`config.mk`:
```
export PLATFORM = sky130hd
export DESIGN_NAME = utf8_stream_sanitizer
export DESIGN_NICKNAME = d
export VERILOG_FILES = /design/src/rtl/uss_pkg.sv /design/src/rtl/uss_front.sv /design/src/rtl/uss_queue.sv /design/src/rtl/uss_back.sv /design/src/rtl/utf8_stream_sanitizer.sv
export SDC_FILE = /design/constraint.sdc
export NUM_CORES = 1
export LEC_CHECK = 0
export BUFFER_PORTS_ARGS = -buffer_cell sky130_fd_sc_hd__buf_2
export CORE_MARGIN = 4
export CORE_UTILIZATION = 45
export DETAILED_ROUTE_END_ITERATION = 8
export PLACE_DENSITY = 0.69
export SLEW_MARGIN = 20
export SYNTH_ARGS = -nofsm -noshare
export SYNTH_HDL_FRONTEND = slang
export SYNTH_SLANG_ARGS = --single-unit
```
`constraint.sdc`:
```
create_clock -name clk_i -period 7 [get_ports clk_i]
set_input_delay 1.4 -clock clk_i [delete_from_list [all_inputs] [get_ports clk_i]]
set_output_delay 1.4 -clock clk_i [all_outputs]
set_load 0.01 [all_outputs]
```
`src/rtl/uss_pkg.sv`:
```
// ----------------------------------------------------------------------------
// UTF-8 stream sanitizer package
// Shared constants and the job type passed from the classifier to the emitter.
// ----------------------------------------------------------------------------
`timescale 1ns / 1ps

package uss_pkg;

  localparam logic [7:0] AsciiMax   = 8'h7F;
  localparam logic [7:0] Lead2Min   = 8'hC2;
  localparam logic [7:0] Lead2Max   = 8'hDF;
  localparam logic [7:0] Lead3Min   = 8'hE0;
  localparam logic [7:0] Lead3Max   = 8'hEF;
  localparam logic [7:0] Lead4Min   = 8'hF0;
  localparam logic [7:0] Lead4Max   = 8'hF4;
  localparam logic [7:0] ContMin    = 8'h80;
  localparam logic [7:0] ContMax    = 8'hBF;
  localparam logic [7:0] SpaceByte  = 8'h20;

  localparam int unsigned HoldDepth    = 3;
  localparam int unsigned JobBytes     = 4;
  localparam int unsigned QueueDepthDefault = 4;

  typedef struct packed {
    logic [JobBytes-1:0][7:0] bytes;
    logic [2:0]               cnt;
  } uss_job_t;

endpackage

```
`src/rtl/uss_front.sv`:
```
// ----------------------------------------------------------------------------
// UTF-8 stream sanitizer classifier
// Accepts one byte per cycle while accept_i is high, tracks the open sequence
// and builds a job that lists every output byte the input byte causes.
// ----------------------------------------------------------------------------
`timescale 1ns / 1ps

module uss_front import uss_pkg::*; (
  input  logic     clk_i,
  input  logic     rst_ni,
  input  logic     accept_i,
  input  logic [7:0] byte_in_i,
  input  logic     text_end_i,
  output logic     job_valid_o,
  output uss_job_t job_o
);

  logic [HoldDepth-1:0][7:0] held_q, held_d;
  logic [1:0] count_q, count_d;
  logic [2:0] need_q, need_d;

  always_comb begin
    logic [2:0] n;
    logic       is_cont;
    logic       fresh;
    n       = 3'd0;
    job_o   = '0;
    held_d  = held_q;
    count_d = count_q;
    need_d  = need_q;
    is_cont = (byte_in_i >= ContMin) && (byte_in_i <= ContMax);
    fresh   = 1'b0;

    if (need_q != 3'd0 && count_q != 2'd0) begin
      if (is_cont) begin
        if ({1'b0, count_q} + 3'd1 >= need_q) begin
          if (count_q >= 2'd1) begin
            job_o.bytes[n[1:0]] = held_q[0];
            n = n + 3'd1;
          end
          if (count_q >= 2'd2) begin
            job_o.bytes[n[1:0]] = held_q[1];
            n = n + 3'd1;
          end
          if (count_q == 2'd3) begin
            job_o.bytes[n[1:0]] = held_q[2];
            n = n + 3'd1;
          end
          job_o.bytes[n[1:0]] = byte_in_i;
          n = n + 3'd1;
          count_d = 2'd0;
          need_d  = 3'd0;
        end else if (count_q == 2'd1) begin
          held_d[1] = byte_in_i;
          count_d   = 2'd2;
        end else if (count_q == 2'd2) begin
          held_d[2] = byte_in_i;
          count_d   = 2'd3;
        end else begin
          if (count_q >= 2'd2) begin
            job_o.bytes[n[1:0]] = SpaceByte;
            n = n + 3'd1;
          end
          if (count_q == 2'd3) begin
            job_o.bytes[n[1:0]] = SpaceByte;
            n = n + 3'd1;
          end
          count_d = 2'd0;
          need_d  = 3'd0;
        end
      end else begin
        if (count_q >= 2'd2) begin
          job_o.bytes[n[1:0]] = SpaceByte;
          n = n + 3'd1;
        end
        if (count_q == 2'd3) begin
          job_o.bytes[n[1:0]] = SpaceByte;
          n = n + 3'd1;
        end
        count_d = 2'd0;
        need_d  = 3'd0;
        fresh   = 1'b1;
      end
    end else begin
      count_d = 2'd0;
      need_d  = 3'd0;
      fresh   = 1'b1;
    end

    if (fresh) begin
      if (byte_in_i <= AsciiMax) begin
        job_o.bytes[n[1:0]] = byte_in_i;
        n = n + 3'd1;
      end else if (byte_in_i >= Lead2Min && byte_in_i <= Lead2Max) begin
        held_d[0] = byte_in_i;
        count_d   = 2'd1;
        need_d    = 3'd2;
      end else if (byte_in_i >= Lead3Min && byte_in_i <= Lead3Max) begin
        held_d[0] = byte_in_i;
        count_d   = 2'd1;
        need_d    = 3'd3;
      end else if (byte_in_i >= Lead4Min && byte_in_i <= Lead4Max) begin
        held_d[0] = byte_in_i;
        count_d   = 2'd1;
        need_d    = 3'd4;
      end else begin
        job_o.bytes[n[1:0]] = SpaceByte;
        n = n + 3'd1;
      end
    end

    if (text_end_i && need_d != 3'd0) begin
      if (count_d >= 2'd2) begin
        job_o.bytes[n[1:0]] = SpaceByte;
        n = n + 3'd1;
      end
      if (count_d == 2'd3) begin
        job_o.bytes[n[1:0]] = SpaceByte;
        n = n + 3'd1;
      end
      count_d = 2'd0;
      need_d  = 3'd0;
    end

    job_o.cnt   = n;
    job_valid_o = accept_i && (n != 3'd0);
  end

  always_ff @(posedge clk_i or negedge rst_ni) begin
    if (!rst_ni) begin
      count_q <= 2'd0;
      need_q  <= 3'd0;
    end else if (accept_i) begin
      count_q <= count_d;
      need_q  <= need_d;
    end
  end

  always_ff @(posedge clk_i) begin
    if (accept_i) begin
      held_q <= held_d;
    end
  end

endmodule

```
`src/rtl/uss_queue.sv`:
```
// ----------------------------------------------------------------------------
// UTF-8 stream sanitizer job queue
// A small register queue of jobs between the classifier and the emitter.
// ----------------------------------------------------------------------------
`timescale 1ns / 1ps

module uss_queue import uss_pkg::*; #(
  parameter int unsigned Depth = QueueDepthDefault
) (
  input  logic     clk_i,
  input  logic     rst_ni,
  input  logic     wr_i,
  input  uss_job_t wr_job_i,
  input  logic     rd_i,
  output uss_job_t rd_job_o,
  output logic     full_o,
  output logic     empty_o
);

  localparam int unsigned PtrW = (Depth > 1) ? $clog2(Depth) : 1;
  localparam int unsigned CntW = $clog2(Depth + 1);
  localparam logic [PtrW-1:0] LastPtr = PtrW'(Depth - 1);
  localparam logic [CntW-1:0] FullCnt = CntW'(Depth);

  uss_job_t        mem_q [Depth];
  logic [PtrW-1:0] wr_ptr_q, rd_ptr_q;
  logic [CntW-1:0] cnt_q;

  assign full_o   = (cnt_q == FullCnt);
  assign empty_o  = (cnt_q == '0);
  assign rd_job_o = mem_q[rd_ptr_q];

  always_ff @(posedge clk_i or negedge rst_ni) begin
    if (!rst_ni) begin
      wr_ptr_q <= '0;
      rd_ptr_q <= '0;
      cnt_q    <= '0;
    end else begin
      if (wr_i) begin
        wr_ptr_q <= (wr_ptr_q == LastPtr) ? '0 : wr_ptr_q + 1'b1;
      end
      if (rd_i) begin
        rd_ptr_q <= (rd_ptr_q == LastPtr) ? '0 : rd_ptr_q + 1'b1;
      end
      if (wr_i && !rd_i) begin
        cnt_q <= cnt_q + 1'b1;
      end else if (rd_i && !wr_i) begin
        cnt_q <= cnt_q - 1'b1;
      end
    end
  end

  always_ff @(posedge clk_i) begin
    if (wr_i) begin
      mem_q[wr_ptr_q] <= wr_job_i;
    end
  end

endmodule

```
`src/rtl/uss_back.sv`:
```
// ----------------------------------------------------------------------------
// UTF-8 stream sanitizer emitter
// Walks through the bytes of the job at the head of the queue, one per pop.
// ----------------------------------------------------------------------------
`timescale 1ns / 1ps

module uss_back import uss_pkg::*; (
  input  logic       clk_i,
  input  logic       rst_ni,
  input  uss_job_t   job_i,
  input  logic       job_empty_i,
  output logic       job_done_o,
  input  logic       pop_i,
  output logic       empty_o,
  output logic [7:0] byte_out_o,
  output logic       run_last_o
);

  logic [1:0] idx_q;
  logic       fire;

  assign empty_o    = job_empty_i;
  assign fire       = pop_i && !job_empty_i;
  assign byte_out_o = job_i.bytes[idx_q];
  assign run_last_o = ({1'b0, idx_q} + 3'd1 == job_i.cnt);
  assign job_done_o = fire && run_last_o;

  always_ff @(posedge clk_i or negedge rst_ni) begin
    if (!rst_ni) begin
      idx_q <= 2'd0;
    end else if (fire) begin
      idx_q <= run_last_o ? 2'd0 : idx_q + 2'd1;
    end
  end

endmodule

```
`src/rtl/utf8_stream_sanitizer.sv`:
```
// ----------------------------------------------------------------------------
// UTF-8 stream sanitizer
// Passes valid UTF-8 sequences, turns stray bytes into spaces and drops the
// lead of a broken sequence.
// ----------------------------------------------------------------------------
//  channel | ports                         | handshake
//  --------+-------------------------------+---------------------------
//  input   | byte_in_i, text_end_i         | push / full
//  result  | byte_out_o, run_last_o        | empty / pop
//
// One byte is accepted per cycle while the job queue has room. A byte causes
// zero to four results, and the emitter delivers one result per cycle while
// pop is asserted, so a completed multi-byte sequence takes one pop per byte.
// Each job is registered in the job queue before its results appear.
// Reset clears the open sequence, the queue and the emitter position.
// ----------------------------------------------------------------------------
`timescale 1ns / 1ps

module utf8_stream_sanitizer import uss_pkg::*; #(
  parameter int unsigned QueueDepth = QueueDepthDefault
) (
  input  logic       clk_i,
  input  logic       rst_ni,
  input  logic       push,
  output logic       full,
  input  logic [7:0] byte_in_i,
  input  logic       text_end_i,
  output logic       empty,
  input  logic       pop,
  output logic [7:0] byte_out_o,
  output logic       run_last_o
);

  logic     accept;
  logic     job_valid;
  uss_job_t job_new;
  uss_job_t job_head;
  logic     q_empty;
  logic     job_done;

  assign accept = push && !full;

  uss_front u_front (
    .clk_i       (clk_i),
    .rst_ni      (rst_ni),
    .accept_i    (accept),
    .byte_in_i   (byte_in_i),
    .text_end_i  (text_end_i),
    .job_valid_o (job_valid),
    .job_o       (job_new)
  );

  uss_queue #(
    .Depth (QueueDepth)
  ) u_queue (
    .clk_i    (clk_i),
    .rst_ni   (rst_ni),
    .wr_i     (job_valid),
    .wr_job_i (job_new),
    .rd_i     (job_done),
    .rd_job_o (job_head),
    .full_o   (full),
    .empty_o  (q_empty)
  );

  uss_back u_back (
    .clk_i       (clk_i),
    .rst_ni      (rst_ni),
    .job_i       (job_head),
    .job_empty_i (q_empty),
    .job_done_o  (job_done),
    .pop_i       (pop),
    .empty_o     (empty),
    .byte_out_o  (byte_out_o),
    .run_last_o  (run_last_o)
  );

endmodule

```
After elaboration in Yosys (flattened, before gate mapping)

Memory sizes are Yosys's and may differ from the RTL's.
Index checks and enable logic that the tools add are counted.

Bits in registers: 38
Bits in writable memories: 140
Input bits: 13
Output and inout bits: 11
Logic and storage cells: 243
Memories: 1

Add/sub/neg operators: 15
$lt $le $gt $ge: 30
Eq/ne operators: 8
Multiplexer cells: 128
Bitwise gates (word level): 18
Reduce and logical (&&, ||, !) cells: 34

Memories:

| memory        | depth | width | read ports | clocked after Yosys merged registers in | wr ports | line            | text |
|---|---|---|---|---|---|---|---|
| u_queue.mem_q | 4     | 35    | 1          | 0                                       | 1        | uss_queue.sv:25 | `uss_job_t mem_q [Depth];` |

Operators by type and width:

| cell                                                        | count |
|---|---|
| two-way mux 32 bit                                          | 24 |
| two-way mux 8 bit                                           | 23 |
| two-way mux 3 bit                                           | 47 |
| NOT 28 bit                                                  | 5 |
| bitwise mux 32 bit                                          | 4 |
| demux 8 bit (select 2 bit)                                  | 8 |
| AND 28 bit                                                  | 3 |
| AND 7 x 28 -> 28 bit                                        | 2 |
| >= comparator 8 bit (second input constant)                 | 4 |
| <= comparator 8 bit (second input constant)                 | 4 |
| two-way mux 2 bit                                           | 14 |
| adder 3 x 1 -> 3 bit (second input constant)                | 9 |
| less-than comparator 2 x 3 -> 1 bit (second input constant) | 9 |
| logical AND 1 bit                                           | 20 |
| >= comparator 2 x 1 -> 1 bit (second input constant)        | 9 |
| binary-select mux 8 bit (select 2 bit)                      | 1 |
| OR 4 bit                                                    | 3 |
| nonzero test 3 bit                                          | 4 |
| == test 2 bit (second input constant)                       | 5 |
| <= comparator 8 x 7 -> 1 bit (second input constant)        | 1 |
| OR 1 x 4 -> 4 bit                                           | 2 |
| adder 2 x 1 -> 2 bit (second input constant)                | 3 |
| adder 2 x 1 -> 3 bit (second input constant)                | 2 |
| two-way mux 1 bit                                           | 6 |
| other kinds (14)                                            | 21 |

Logic depth before layout (Yosys ltp)

Gate-level depths: netlist of run 1.

Depth after elaboration: 37
Mapped depth: 25
Depth with buffers taken out: 25

Modules after synthesis

Synthesis of run 1 repeated with hierarchy kept, for this count alone.

Cell total of the unflattened synthesis: 475
Area, all modules: 8,200.4 um^2

By module, submodules not included:

| module                | instances | cells an instance | area an instance (um^2) | sequential area each (um^2) |
|---|---|---|---|---|
| uss_queue             | 1         | 220               | 5,521.5                 | 4,379.2 |
| uss_front             | 1         | 229               | 2,312.2                 | 845.8 |
| uss_back              | 1         | 25                | 352.8                   | 50.0 |
| utf8_stream_sanitizer | 1         | 1                 | 13.8                    | 0.0 |

Worst setup path before layout of run 1

No wires, ideal clock.

Kind: input to register
Start point: input port byte_in_i[7]
End point: memory u_queue.mem_q[3][0] (netlist bit), enable pin
Library setup time: 0.395 ns
Arrival time: 5.203 ns
Required time: 6.605 ns
Path slack: 1.402 ns
Cell stages on the path: 18
Path buffers: 0
Path through: nor2b_2 a221oi_2 o221ai_2 or2_2 inv_2 ha_1 inv_1 a311o_1 o31ai_4 ha_1 mux2i_1 ha_1 nand2_1 xor2_1 nor3_1 a21oi_1 a31oi_4 and2_1

Cells in the longest elaborated chain, start to end: 20
Elaborated cells on any way between the ends: 51
Those cells by class: add/sub: 3; order compare: 10; eq/ne: 1; mux: 29; reduce/logical: 8

RTL lines:

| element                                                           | line                              | text |
|---|---|---|
| start, declared                                                   | utf8_stream_sanitizer.sv:26       | `input logic [7:0] byte_in_i,` |
| >= comparator 8 bit / <= comparator 8 bit (equally long branches) | uss_front.sv:31                   | `is_cont = (byte_in_i >= ContMin) && (byte_in_i <= ContMax);` |
| logical AND 1 bit                                                 | uss_front.sv:31                   |  |
| two-way mux 3 bit                                                 | uss_front.sv:35                   | `if (is_cont) begin` |
| two-way mux 3 bit                                                 | uss_front.sv:34                   | `if (need_q != 3'd0 && count_q != 2'd0) begin` |
| adder 3 x 1 -> 3 bit                                              | uss_front.sv:93, uss_front.sv:108 |  |
| two-way mux 3 bit                                                 | uss_front.sv:102                  | `end else if (byte_in_i >= Lead4Min && byte_in_i <= Lead4Max) begin` |
| two-way mux 3 bit                                                 | uss_front.sv:98                   | `end else if (byte_in_i >= Lead3Min && byte_in_i <= Lead3Max) begin` |
| two-way mux 3 bit                                                 | uss_front.sv:94                   | `end else if (byte_in_i >= Lead2Min && byte_in_i <= Lead2Max) begin` |
| [... 5 more ...]                                                  | n/a                               |  |
| adder 3 x 1 -> 3 bit                                              | uss_front.sv:119                  | `n = n + 3'd1;` |
| two-way mux 3 bit                                                 | uss_front.sv:117                  | `if (count_d == 2'd3) begin` |
| two-way mux 3 bit (*)                                             | uss_front.sv:112                  | `if (text_end_i && need_d != 3'd0) begin` |
| nonzero test 3 bit (*)                                            | uss_front.sv:126                  | `job_valid_o = accept_i && (n != 3'd0);` |
| logical AND 1 bit (*)                                             | uss_front.sv:126                  |  |
| via job_valid                                                     | utf8_stream_sanitizer.sv:35       | `logic job_valid;` |
| two-way mux 1 bit (*)                                             | uss_queue.sv:54                   | `if (wr_i) begin` |
| two-way mux 1 bit (implied by the code) (*)                       | uss_queue.sv:55                   | `mem_q[wr_ptr_q] <= wr_job_i;` |
| end, declared                                                     | uss_queue.sv:25                   |  |

Mark *: on every way through the listed nets, which the timed path passes. The rest lies on a longest branch. The select of a mux whose other input is x is not followed.

Final worst setup path of run 1

Start point: input port byte_in_i[7]
End point: register u_queue.cnt_q[2]

Cells in the longest elaborated chain, start to end: 21
Elaborated cells on any way between the ends: 54
Those cells by class: add/sub: 3; order compare: 10; eq/ne: 1; mux: 28; reduce/logical: 12

RTL lines:

| element                                                           | line                              | text |
|---|---|---|
| >= comparator 8 bit / <= comparator 8 bit (equally long branches) | uss_front.sv:31                   |  |
| logical AND 1 bit                                                 | uss_front.sv:31                   |  |
| two-way mux 3 bit                                                 | uss_front.sv:35                   |  |
| two-way mux 3 bit                                                 | uss_front.sv:34                   |  |
| adder 3 x 1 -> 3 bit                                              | uss_front.sv:93, uss_front.sv:108 |  |
| two-way mux 3 bit                                                 | uss_front.sv:102                  |  |
| two-way mux 3 bit                                                 | uss_front.sv:98                   |  |
| two-way mux 3 bit                                                 | uss_front.sv:94                   |  |
| [... 6 more ...]                                                  | n/a                               |  |
| two-way mux 3 bit                                                 | uss_front.sv:117                  |  |
| two-way mux 3 bit (*)                                             | uss_front.sv:112                  |  |
| nonzero test 3 bit (*)                                            | uss_front.sv:126                  |  |
| logical AND 1 bit (*)                                             | uss_front.sv:126                  |  |
| via job_valid                                                     | utf8_stream_sanitizer.sv:35       |  |
| zero test 1 bit                                                   | uss_queue.sv:47                   | `end else if (rd_i && !wr_i) begin` |
| logical AND 1 bit                                                 | uss_queue.sv:47                   |  |
| nonzero test 2 bit (no source line)                               | n/a                               |  |
| end signal, assigned                                              | uss_queue.sv:46                   | `cnt_q <= cnt_q + 1'b1;` |
| end signal, assigned                                              | uss_queue.sv:48                   | `cnt_q <= cnt_q - 1'b1;` |
| end, declared                                                     | uss_queue.sv:27                   | `logic [CntW-1:0] cnt_q;` |

Marked as above.
A chain may end at the register's enable or synchronous reset.

==> qor.yml, run 1 <==
synth_edf_count: 164
maxCapViolCount: 0
yosys_register_bits: 178
routed.top_layer: "met4"
timing.rr.start: "u_front.count_q[1]"
drt_first_pass_iters: 5
final_common_cell: "edfxtp_1"
endpoint_kind: "flop"
synthFlopType: "edfxtp_1"
holdPathEnd: "u_queue.cnt_q[2]"
final.setup.tns_ns: 0
synth_seq_area_share_pct: 64.5
slew_headroom_pct: 45.4
p_per_area_mw_per_mm2: 354
die_y_um: 143
grt_max_degree: 39
grt_pass1_vias: 4632
vdd_drop_max_mv: 0.158
grt_usage_pct: 17.5
hold_path_depth: 1
period_needed_ns: 5.82
syn2layout_area_growth_pct: 12.1
drcViolationCount: 0
hp-class: "flop to flop"
cts_tree: "built"
final_cell_mix: "edfxtp_1, mux4_2, ha_1"
cts_inserted_buffers: 17
syn_nets: 530
wl_met3_um: 690
dpl.cell_count: 731
crit_required_ns: 7.36
die_area_mm2: 0.0204
nNetsFinal: 562
outcome: "completed"
start_util_pct: 45.7
vias: 4448
cp-start-kind: "input port"
avgSynthCellArea_um2: 16.7
hold_buffers: 0
worst_slack_ns: 1.18
arrival_ns: 6.18
cts_root_buffer: "clkbuf_16"
drt_iter0_drc: 381
dieWidth_um: 143
async_flop_share_pct: 7.87
post-cts-setup-buffers: 0
worstReg2RegEnd: "u_queue.cnt_q[2]"
h-tree-depth: 4
gr-total-overflow: 0
post-place-ws_ns: 0.755
via_per_inst: 5.83
wl_met2_um: 8230
clock_skew_ns: 0.00961
hp-start: "u_queue.cnt_q[2]"
syn_area_mm2: 0.00817
rrSetupSlack_ns: 1.33
fmax_mhz: 172
drt-met1-wl_um: 7100
antenna_left: 0
gp_congestion: 0.895
setup_viol: 0
clockBufferDepth: 2
synth_cell_types: 69
path_clk_slew_ns: 0.07
cp_max_fo: 18
nFillCells: 1437
drt_wl_total_um: 16400
io_pins: 24
insertion_delay_ns: 0.43
finalHoldWorstSlack_ns: 0.495
tightest_slew_ns: 0.811
syn-instance-count: 489
core_area_mm2: 0.0179
rows: 49
finalHoldViolCount: 0
hpwl_um: 11000
io_buffers: 23
grt_setup_unrepaired: "no"
period_share_pct: 83.1
drive_gt1_share_pct: 24.7
drt-wirelength-per-cell_um: 21.4
grt_pass1_wl_um: 26700
antenna_found_initial: 0
n_antenna_cell: 0
slew_violations: 0
power.leakage_nw: 3.12
cts_resized: 0
ys_warn_count: 0
reg2regPathDepth: 25
clock_sinks: 178
setup.worst_path.class: "input port to flop"
layout.cells.non_filler: 763
[per-layer routing]
metal  vias to the layer above  GRT usage [%]
met2                       104           27.9
li1                       2033              -
met3                        26           3.75
met4                         0           5.70
met5                         -              0
met1                      2285           24.2
[state kept, by name (all words and copies together) (netlist names)]
signal and cells:
u_front.held_q 24, u_back.idx_q 2, u_front.need_q 3, u_queue.wr_ptr_q 2, u_queue.rd_ptr_q 2, u_queue.cnt_q 3
u_front.count_q 2, u_queue.mem_q 140
[kinds of logic (layout without fill, tap and decap cells)]
logic type,after synthesis,after routing,synth area share (%)
and+or+nand+nor,87,87,5.77
xor gates and xnor gates,7,7,0.750
DFF,178,178,64.5
buffers and inverters,41,86,2.05
muxes,52,52,13.2
AOI/OAI and AO/OA,96,96,9.35
adders and majority gates,28,28,4.38
[critical path: stages]
cell	delay [ns]
buf_2	0.30
nor2b_2	0.36
nand3_1	0.11
mux2i_1	0.30
or2_2	0.22
inv_2	0.05
ha_1	0.26
inv_1	0.03
a311o_1	0.30
o31ai_4	0.11
ha_1	0.30
mux2i_1	0.28
ha_1	0.24
nand2_1	0.07
xor2_1	0.17
nor3_1	0.12
a21oi_1	0.14
a31oi_4	0.30
ha_1	0.23
inv_1	0.06
fa_1	0.37
xor2_1	0.17
nor2_1	0.11
xor2_1	0.15
[where the power goes]
| part | total, mW | switching [mW] | internal, mW |
|---|---|---|---|
| Sequential | 1.44 | 0.0888 | 1.35 |
| Combinational | 0.849 | 0.428 | 0.422 |
| Clock | 0.955 | 0.439 | 0.516 |
| Total | 3.25 | 0.955 | 2.29 |
[per-stage QoR]
stage | utilization (%) | area (µm²) | power, mW
after global routing | 51.2 | 9170 | 3.43
final | 51.2 | 9170 | 3.25
after floorplan | - | 8170 | 2.09
after CTS | 51.2 | 9170 | 3.30
after detailed placement | 47.8 | 8550 | 2.34
after global placement | 47.8 | 8550 | 2.32
[worst max path at each step]
stage	start	to	slack [ns]	depth (start not counted)
after floorplan	byte_in_i[7]	u_queue.mem_q[3][0]	1.40	18
after global placement	byte_in_i[7]	u_queue.cnt_q[2]	0.95	24
after detailed placement	byte_in_i[7]	u_queue.cnt_q[2]	0.75	24
after CTS	byte_in_i[7]	u_queue.cnt_q[2]	1.20	24
after global routing	byte_in_i[7]	u_queue.cnt_q[2]	0.78	24
final	byte_in_i[7]	u_queue.cnt_q[2]	1.18	24
[cells in the mapped netlist, types with 2 or more instances]
| master | instances | area (µm²) |
|---|---|---|
| o21ai_1 | 2 | 10.0 |
| a21oi_1 | 13 | 65.1 |
| nor2b_1 | 7 | 43.8 |
| o22ai_1 | 4 | 25.0 |
| dfrtp_1 | 14 | 350 |
| a22oi_1 | 6 | 45.0 |
| mux2_2 | 2 | 22.5 |
| buf_2 | 8 | 40.0 |
| o221ai_1 | 2 | 17.5 |
| clkbuf_1 | 7 | 26.3 |
| a21oi_2 | 2 | 17.5 |
| o21ai_0 | 12 | 60.1 |
| xor2_1 | 5 | 43.8 |
| nor3b_1 | 2 | 15.0 |
| mux4_2 | 43 | 968 |
| a31o_2 | 2 | 17.5 |
| mux2i_1 | 3 | 30.0 |
| and2_1 | 6 | 37.5 |
| ha_1 | 27 | 338 |
| xnor2_1 | 2 | 17.5 |
| nand2_1 | 21 | 78.8 |
| edfxtp_1 | 164 | 4920 |
| mux2_4 | 2 | 30.0 |
| or2_2 | 2 | 12.5 |
| nor2_1 | 19 | 71.3 |
| nor3_2 | 2 | 20.0 |
| nor2b_2 | 2 | 17.5 |
| nand2b_1 | 4 | 25.0 |
| a22o_1 | 24 | 210 |
| inv_1 | 23 | 86.3 |
| o21bai_1 | 2 | 15.0 |
| nor4_1 | 3 | 18.8 |
| a21o_1 | 3 | 22.5 |
| a32o_1 | 4 | 40.0 |
| nor3_1 | 10 | 50.1 |
| o211ai_1 | 2 | 15.0 |
[layout make-up]
class | instances | area [µm²] | share of cell area [%]
flip-flops and latches | 178 | 5280 | 57.6
multi-input cells | 270 | 2730 | 29.8
clock buffers | 17 | 425 | 4.64
well taps | 229 | 287 | 3.13
clock inverters | 15 | 189 | 2.06
repair buffers | 30 | 168 | 1.83
inverters | 24 | 90.1 | 0.983
Note: power is estimated with default switching activity, not from simulation.
==> run 2: changes to the inputs <==
==> constraint.sdc (replaced) <==
create_clock -name clk_i -period 5.7 [get_ports clk_i]
set_input_delay 1.14 -clock clk_i [delete_from_list [all_inputs] [get_ports clk_i]]
set_output_delay 1.14 -clock clk_i [all_outputs]
set_load 0.01 [all_outputs]
==> run 2 against run 1 <==
  * Setup slack worse by 0.89 ns
  * Core utilization rose by 0.15 points
  * Via count increased by 2.7%
  * Largest power group unchanged
  * Critical path depth grew 1
  * Clock-buffer cell count did not move
  * First-iteration DRC count up 5.2%
  * Design area rose by 0.29%
  * Combinational power up 24%
  * Sequential share of layout area is 0.14 points lower
  * Clock skew is 0.0010 ns lower
  * Routed wire length rose by 4.9%
  * Non-clock buffer count rose by 4
  * Largest cell class unchanged
==> qor.yml, run 2 (synthesis results as in run 1) <==
rows: 49  # unchanged
path_clk_slew_ns: 0.07  # about the same
outcome: "completed"
gr-total-overflow: 0  # unchanged
power_frac_seq_pct: 46.3  # +1.9 points
clock_skew_ns: 0.00856  # -0.00104 ns
nNetsFinal: 566  # +0.71%
finalHoldViolCount: 0  # unchanged
via_per_inst: 5.96  # +2.2%
rrSetupSlack_ns: 0.29  # -1.04 ns
n_antenna_cell: 0  # unchanged
fin_util_pct: 51.3  # +0.15 points
vias: 4568  # +2.7%
p_int_mw: 2.77  # +21%
p_comb_share_pct: 26.8  # +0.6 points
io_buffers: 23  # unchanged
largest_reg_flops: 140  # unchanged
drt-wirelength-per-cell_um: 22.4  # +4.3%
period_share_pct: 94.9
drt_iter0_drc: 401  # +5.2%
cts_inserted_buffers: 17  # unchanged
setup_viol: 0  # unchanged
p_per_area_mw_per_mm2: 427  # +21%
switchingPower_mw: 1.16  # +21%
syn2layout_area_growth_pct: 12.5
slew_headroom_pct: 33.7  # -12 points
clockBufferDepth: 2  # unchanged
endpoint_kind: "flop"
clock_sinks: 178  # unchanged
cts_tree: "built"
gp_congestion: 0.915  # +2.2%
cts_resized: 0  # unchanged
cp_max_fo: 7  # -11
grt_max_degree: 38  # -2.6%
drive_gt1_share_pct: 25.7  # +0.93 points
grt_usage_pct: 17.7  # +0.22 points
cts_root_buffer: "clkbuf_16"
core_area_mm2: 0.0179  # unchanged
final_cell_mix: "edfxtp_1, mux4_2, ha_1"
period_needed_ns: 5.41
nFillCells: 1420  # -1.2%
power.leakage_nw: 3.10  # -0.61%
crit_required_ns: 6.05  # -1.31 ns
drcViolationCount: 0  # unchanged
start_util_pct: 45.7  # unchanged
arrival_ns: 5.76  # -0.42 ns
io_pins: 24  # unchanged
hp-class: "flop to flop"
finalHoldWorstSlack_ns: 0.539  # +0.0447 ns
antenna_found_initial: 0  # unchanged
drt_wl_total_um: 17200  # +4.9%
h-tree-depth: 4  # unchanged
reg_top3: "u_queue.mem_q: 140 flops, u_front.held_q: 24 flops"
p_sw_share_pct: 29.5  # about the same
hold_buffers: 0  # unchanged
tightest_slew_ns: 0.986  # +0.175 ns
slew_violations: 0  # unchanged
final.setup.tns_ns: 0  # unchanged
grt_pass1_wl_um: 26900  # +0.75%
vdd_drop_max_mv: 0.252  # +60%
p_clk_share_pct: 26.8  # -2.6 points
regMostFlops: "u_queue.mem_q"
cp-start-kind: "flop"
antenna_left: 0  # unchanged
die_area_mm2: 0.0204  # unchanged
maxCapViolCount: 0  # unchanged
die_y_um: 143  # unchanged
dieWidth_um: 143  # unchanged
insertion_delay_ns: 0.43  # about the same
final_common_cell: "edfxtp_1"
drt_first_pass_iters: 5  # unchanged
setup.worst_path.class: "flop to flop"
post-cts-setup-buffers: 0  # unchanged
hpwl_um: 11400  # +3.6%
grt_pass1_vias: 4639  # +0.15%
fmax_mhz: 185
==> run 2: changes by cell type in the layout (fill, tap and decap cells not counted), moves of 2 or more <==
| cell | change |
|---|---|
| buf_12 | +4 |
| clkinv_1 | +3 |
| clkinv_8 | -3 |
| clkinv_4 | +2 |
| clkinvlp_4 | +2 |
| dfrtp_1 | -2 |
| dfrtp_2 | +2 |
| inv_8 | -2 |
| mux2i_1 | -2 |
==> run 2: worst paths after layout <==
path	from	endpoint	cells past startpoint
max	u_front.count_q[0]	u_queue.cnt_q[2]	25
min	u_queue.cnt_q[2]	u_queue.cnt_q[2]	1
max reg2reg	u_front.count_q[0]	u_queue.cnt_q[2]	25
min reg2reg	u_queue.cnt_q[2]	u_queue.cnt_q[2]	1
max in group asynchronous	rst_ni	u_queue.rd_ptr_q[0]	1
min in group asynchronous	rst_ni	u_back.idx_q[0]	1
==> run 2: power by group through the flow <==
stage	combinational (mW)	clock [mW]	sequential, mW
final	1.05	1.05	1.82
after CTS	1.08	1.07	1.82
after detailed placement	1.06	0	1.85
after floorplan	0.822	0	1.74
after global placement	1.04	0	1.83
after global routing	1.14	1.13	1.85
==> run 2: final cells by class <==
type                       count  area (µm²)  area share, %
sequential                   178        5280           57.4
multi-input combinational    270        2750           29.9
clock buffer                  17         425           4.63
tap                          229         287           3.12
timing repair buffer          34         248           2.69
clock inverter                15         111           1.21
inverter                      24        90.1          0.980
==> run 2: routing by layer <==
metal / global-route usage (%) / vias up / wire (µm)
li1: - / 2036 / -
met2: 29.9 / 167 / 8990
met3: 2.88 / 28 / 835
met5: 0 / - / 0
met4: 6.90 / 0 / 357
met1: 23.1 / 2337 / 6980
==> run 2: critical path, cell delays in order (launching register included) <==
cell	delay (ns)
dfrtp_2	0.43
inv_1	0.10
ha_1	0.35
ha_1	0.24
a21bo_2	0.20
a31o_2	0.22
a32oi_1	0.24
a21oi_1	0.18
ha_1	0.31
inv_1	0.03
a311o_1	0.30
o31ai_4	0.11
ha_1	0.35
mux2i_4	0.20
ha_1	0.21
nand2_1	0.07
xor2_1	0.16
nor3_1	0.13
a21oi_1	0.15
a31oi_4	0.21
ha_1	0.21
inv_1	0.06
fa_1	0.37
xor2_1	0.17
nor2_1	0.13
xor2_1	0.18
==> run 2: through the flow <==
step,instance area [µm²],power (mW),instances,setup slack (ns)
after detailed placement,8640,2.92,735,0.0584
final,9190,3.93,767,0.291
after global routing,9190,4.12,767,-0.0411
after CTS,9170,3.97,767,0.159
after global placement,8640,2.87,735,0.311
after floorplan,8170,2.57,489,0.362
==> run 3: changes to the inputs <==
--- a/config.mk
+++ b/config.mk
@@ -5,6 +5,7 @@
 export SDC_FILE = /design/constraint.sdc
 export NUM_CORES = 1
 export LEC_CHECK = 0
+export ABC_AREA = 1
 export BUFFER_PORTS_ARGS = -buffer_cell sky130_fd_sc_hd__buf_2
 export CORE_MARGIN = 4
 export CORE_UTILIZATION = 45
==> run 3 against run 2 <==
  * Design area grew 2.4%
  * Setup slack gained 0.33 ns
  * Combinational power grew 24%
  * Clock skew grew 0.0077 ns
  * Core utilization grew 0.53 points
  * Critical path type unchanged
  * Cell count grew 33%
  * Total power grew 7.6%
  * Hold slack gained 0.00081 ns
  * Flip-flop and latch count is the same
  * Die area grew 2.5%
  * Critical endpoint unchanged
  * Clock-buffer cell count grew 1
==> qor.yml, run 3 <==
drive_gt1_share_pct: 13.1  # -13 points
period_needed_ns: 5.08  # -0.328 ns
hpwl_um: 11500  # +1.6%
fmax_mhz: 197  # +6.5%
core_area_mm2: 0.0181  # +1.4%
async_flop_share_pct: 7.87  # unchanged
reg_top3: "u_queue.mem_q: 140 flops, u_front.held_q: 24 flops"
die_y_um: 145  # +1.2%
power.leakage_nw: 3.39  # +9.4%
setup_viol: 0  # unchanged
via_per_inst: 5.57  # -6.5%
grt_max_degree: 74  # +95%
start_util_pct: 46.2  # +0.58 points
synth_cell_types: 39  # -43%
syn_nets: 801  # +51%
ys_warn_count: 0  # unchanged
antenna_found_initial: 0  # unchanged
period_share_pct: 89.1  # -5.8 points
nFillCells: 1550  # +9.2%
tightest_slew_ns: 0.944  # -0.0422 ns
avgSynthCellArea_um2: 11.0  # -34%
grt_pass1_wl_um: 29000  # +7.7%
synth_edf_count: 164  # unchanged
rows: 49  # unchanged
drt_iter0_drc: 446  # +11%
cts_inserted_buffers: 17  # unchanged
grt_setup_unrepaired: "no"
post-synth-top-count-cell: "edfxtp_1"
drt_first_pass_iters: 5  # unchanged
synth_area_leader_cell: "edfxtp_1"
drcViolationCount: 0  # unchanged
post-cts-setup-buffers: 0  # unchanged
syn_area_mm2: 0.00839  # +2.6%
syn2layout_area_growth_pct: 12.2
clock_sinks: 178  # unchanged
regMostFlops: "u_queue.mem_q"
p_total_mw: 4.22  # +7.6%
largest_reg_flops: 140  # unchanged
io_buffers: 23  # unchanged
synth_commonest_cells: "edfxtp_1, nor2_1, o21ai_0, nand2_1, inv_1"
hp-class: "flop to flop"
vias: 5686  # +24%
antenna_left: 0  # unchanged
endpoint_kind: "flop"
vdd_drop_max_mv: 0.230  # -8.8%
fin_util_pct: 51.9  # +0.53 points
crit_required_ns: 6.01  # -0.04 ns
maxCapViolCount: 0  # unchanged
slew_violations: 0  # unchanged
drt_wl_total_um: 18300  # +6.8%
clock_skew_ns: 0.0162  # +0.00766 ns
synth_seq_area_share_pct: 62.9  # -1.7 points
cp_max_fo: 7  # unchanged
final.setup.tns_ns: 0  # unchanged
cts_root_buffer: "clkbuf_16"
critPathMaxStageDelay_ns: 0.44  # about the same
syn-instance-count: 760  # +55%
final_common_cell: "edfxtp_1"
outcome: "completed"
path_clk_slew_ns: 0.07  # about the same
clockBufferDepth: 2  # unchanged
synth_top_area_share_pct: 58.7  # -1.6 points
p_per_area_mw_per_mm2: 449  # +5.1%
cts_tree: "built"
io_pins: 24  # unchanged
arrival_ns: 5.39  # -0.37 ns
insertion_delay_ns: 0.44  # about the same
synthFlopType: "edfxtp_1"
h-tree-depth: 4  # unchanged
gr-total-overflow: 0  # unchanged
yosys_register_bits: 178  # unchanged
setup.worst_path.class: "flop to flop"
synth_area_leaders: "edfxtp_1, o21ai_0, nor2_1"
slew_headroom_pct: 37.1  # +3.3 points
grt_pass1_vias: 5438  # +17%
nNetsFinal: 820  # +45%
finalHoldViolCount: 0  # unchanged
n_antenna_cell: 0  # unchanged
drt-wirelength-per-cell_um: 18.0  # -20%
die_area_mm2: 0.0209  # +2.5%
cp-start-kind: "flop"
final_cell_mix: "edfxtp_1, nor2_1, o21ai_0"
cp_slowest_cell: "dfrtp_1"
grt_usage_pct: 18.4  # +0.70 points
gp_congestion: 0.828  # -9.5%
dieWidth_um: 145  # +1.2%
-- run 3: changes by cell type after synthesis, moves of 24 or more --
cell / change
o21ai_0: +98
nor2_1: +94
inv_1: +31
nand3_1: +37
a22o_1: -24
mux4_2: -43
o221ai_1: +25
nand2_1: +47
-- run 3: layout make-up --
class	count	area, µm²	share of cell area [%]
repair buffers	31	200	2.13
clock inverters	14	194	2.06
multi-input cells	489	2790	29.7
well taps	229	287	3.04
flip-flops and latches	178	5280	56.0
clock buffers	18	429	4.56
inverters	62	235	2.50
-- run 3: where the power goes --
part	switching [mW]	internal [mW]	total, mW
clock	0.515	0.706	1.22
sequential	0.0694	1.64	1.71
combinational	0.889	0.408	1.30
-- run 3: routing by layer --
layer	vias up	wire length, µm	track usage [%]	part of all wire [%]
met4	0	274	5.69	1.5
met3	19	1010	3.64	5.5
met5	-	0	0	0
met2	153	8880	30.0	48
li1	2780	-	-	-
met1	2734	8180	25.0	45
-- run 3: critical path: cells and delay by family (launching register included) --
kind,cells,cell delay [ns]
buf+inv,5,0.45
flops,1,0.44
fa+ha+maj,7,1.99
simple gates,16,1.57
xor+xnor,1,0.15
compound gates,3,0.35
-- run 3: timing repair --
item | CTS | global route
setup endpoints to repair | 0 | 1
hold buffers | 0 | 0
resized for setup | 0 | 1
-- run 3: worst paths after layout --
check / depth (start not counted) / from / slack, ns / to
max: 32 / u_front.count_q[0] / 0.62 / u_queue.cnt_q[2]
min: 1 / u_queue.cnt_q[0] / 0.54 / u_queue.cnt_q[0]
max reg2reg: 32 / u_front.count_q[0] / 0.62 / u_queue.cnt_q[2]
min reg2reg: 1 / u_queue.cnt_q[0] / 0.54 / u_queue.cnt_q[0]
max in group asynchronous: 1 / rst_ni / 4.82 / u_queue.rd_ptr_q[0]
min in group asynchronous: 1 / rst_ni / 0.60 / u_front.need_q[1]
-- run 3: metrics by stage --
step | instances | hold WS [ns] | setup slack (ns) | instance area, µm²
after floorplan | 760 | 0.497 | 0.798 | 8390
after global placement | 989 | 0.528 | 0.624 | 8780
after detailed placement | 989 | 0.532 | 0.496 | 8780
after CTS | 1021 | 0.547 | 0.546 | 9400
after global routing | 1021 | 0.555 | 0.0893 | 9410
final | 1021 | 0.540 | 0.619 | 9410
-- run 3: cell families (layout without fill, tap and decap cells) --
logic type	after synthesis	after routing	share of synthesized area (%)
simple gates	255	255	13.8
compound gates	197	197	13.8
flops	178	178	62.9
buf+inv	93	125	4.19
fa+ha+maj	28	28	4.26
xor+xnor	8	8	0.925
mux	1	1	0.134
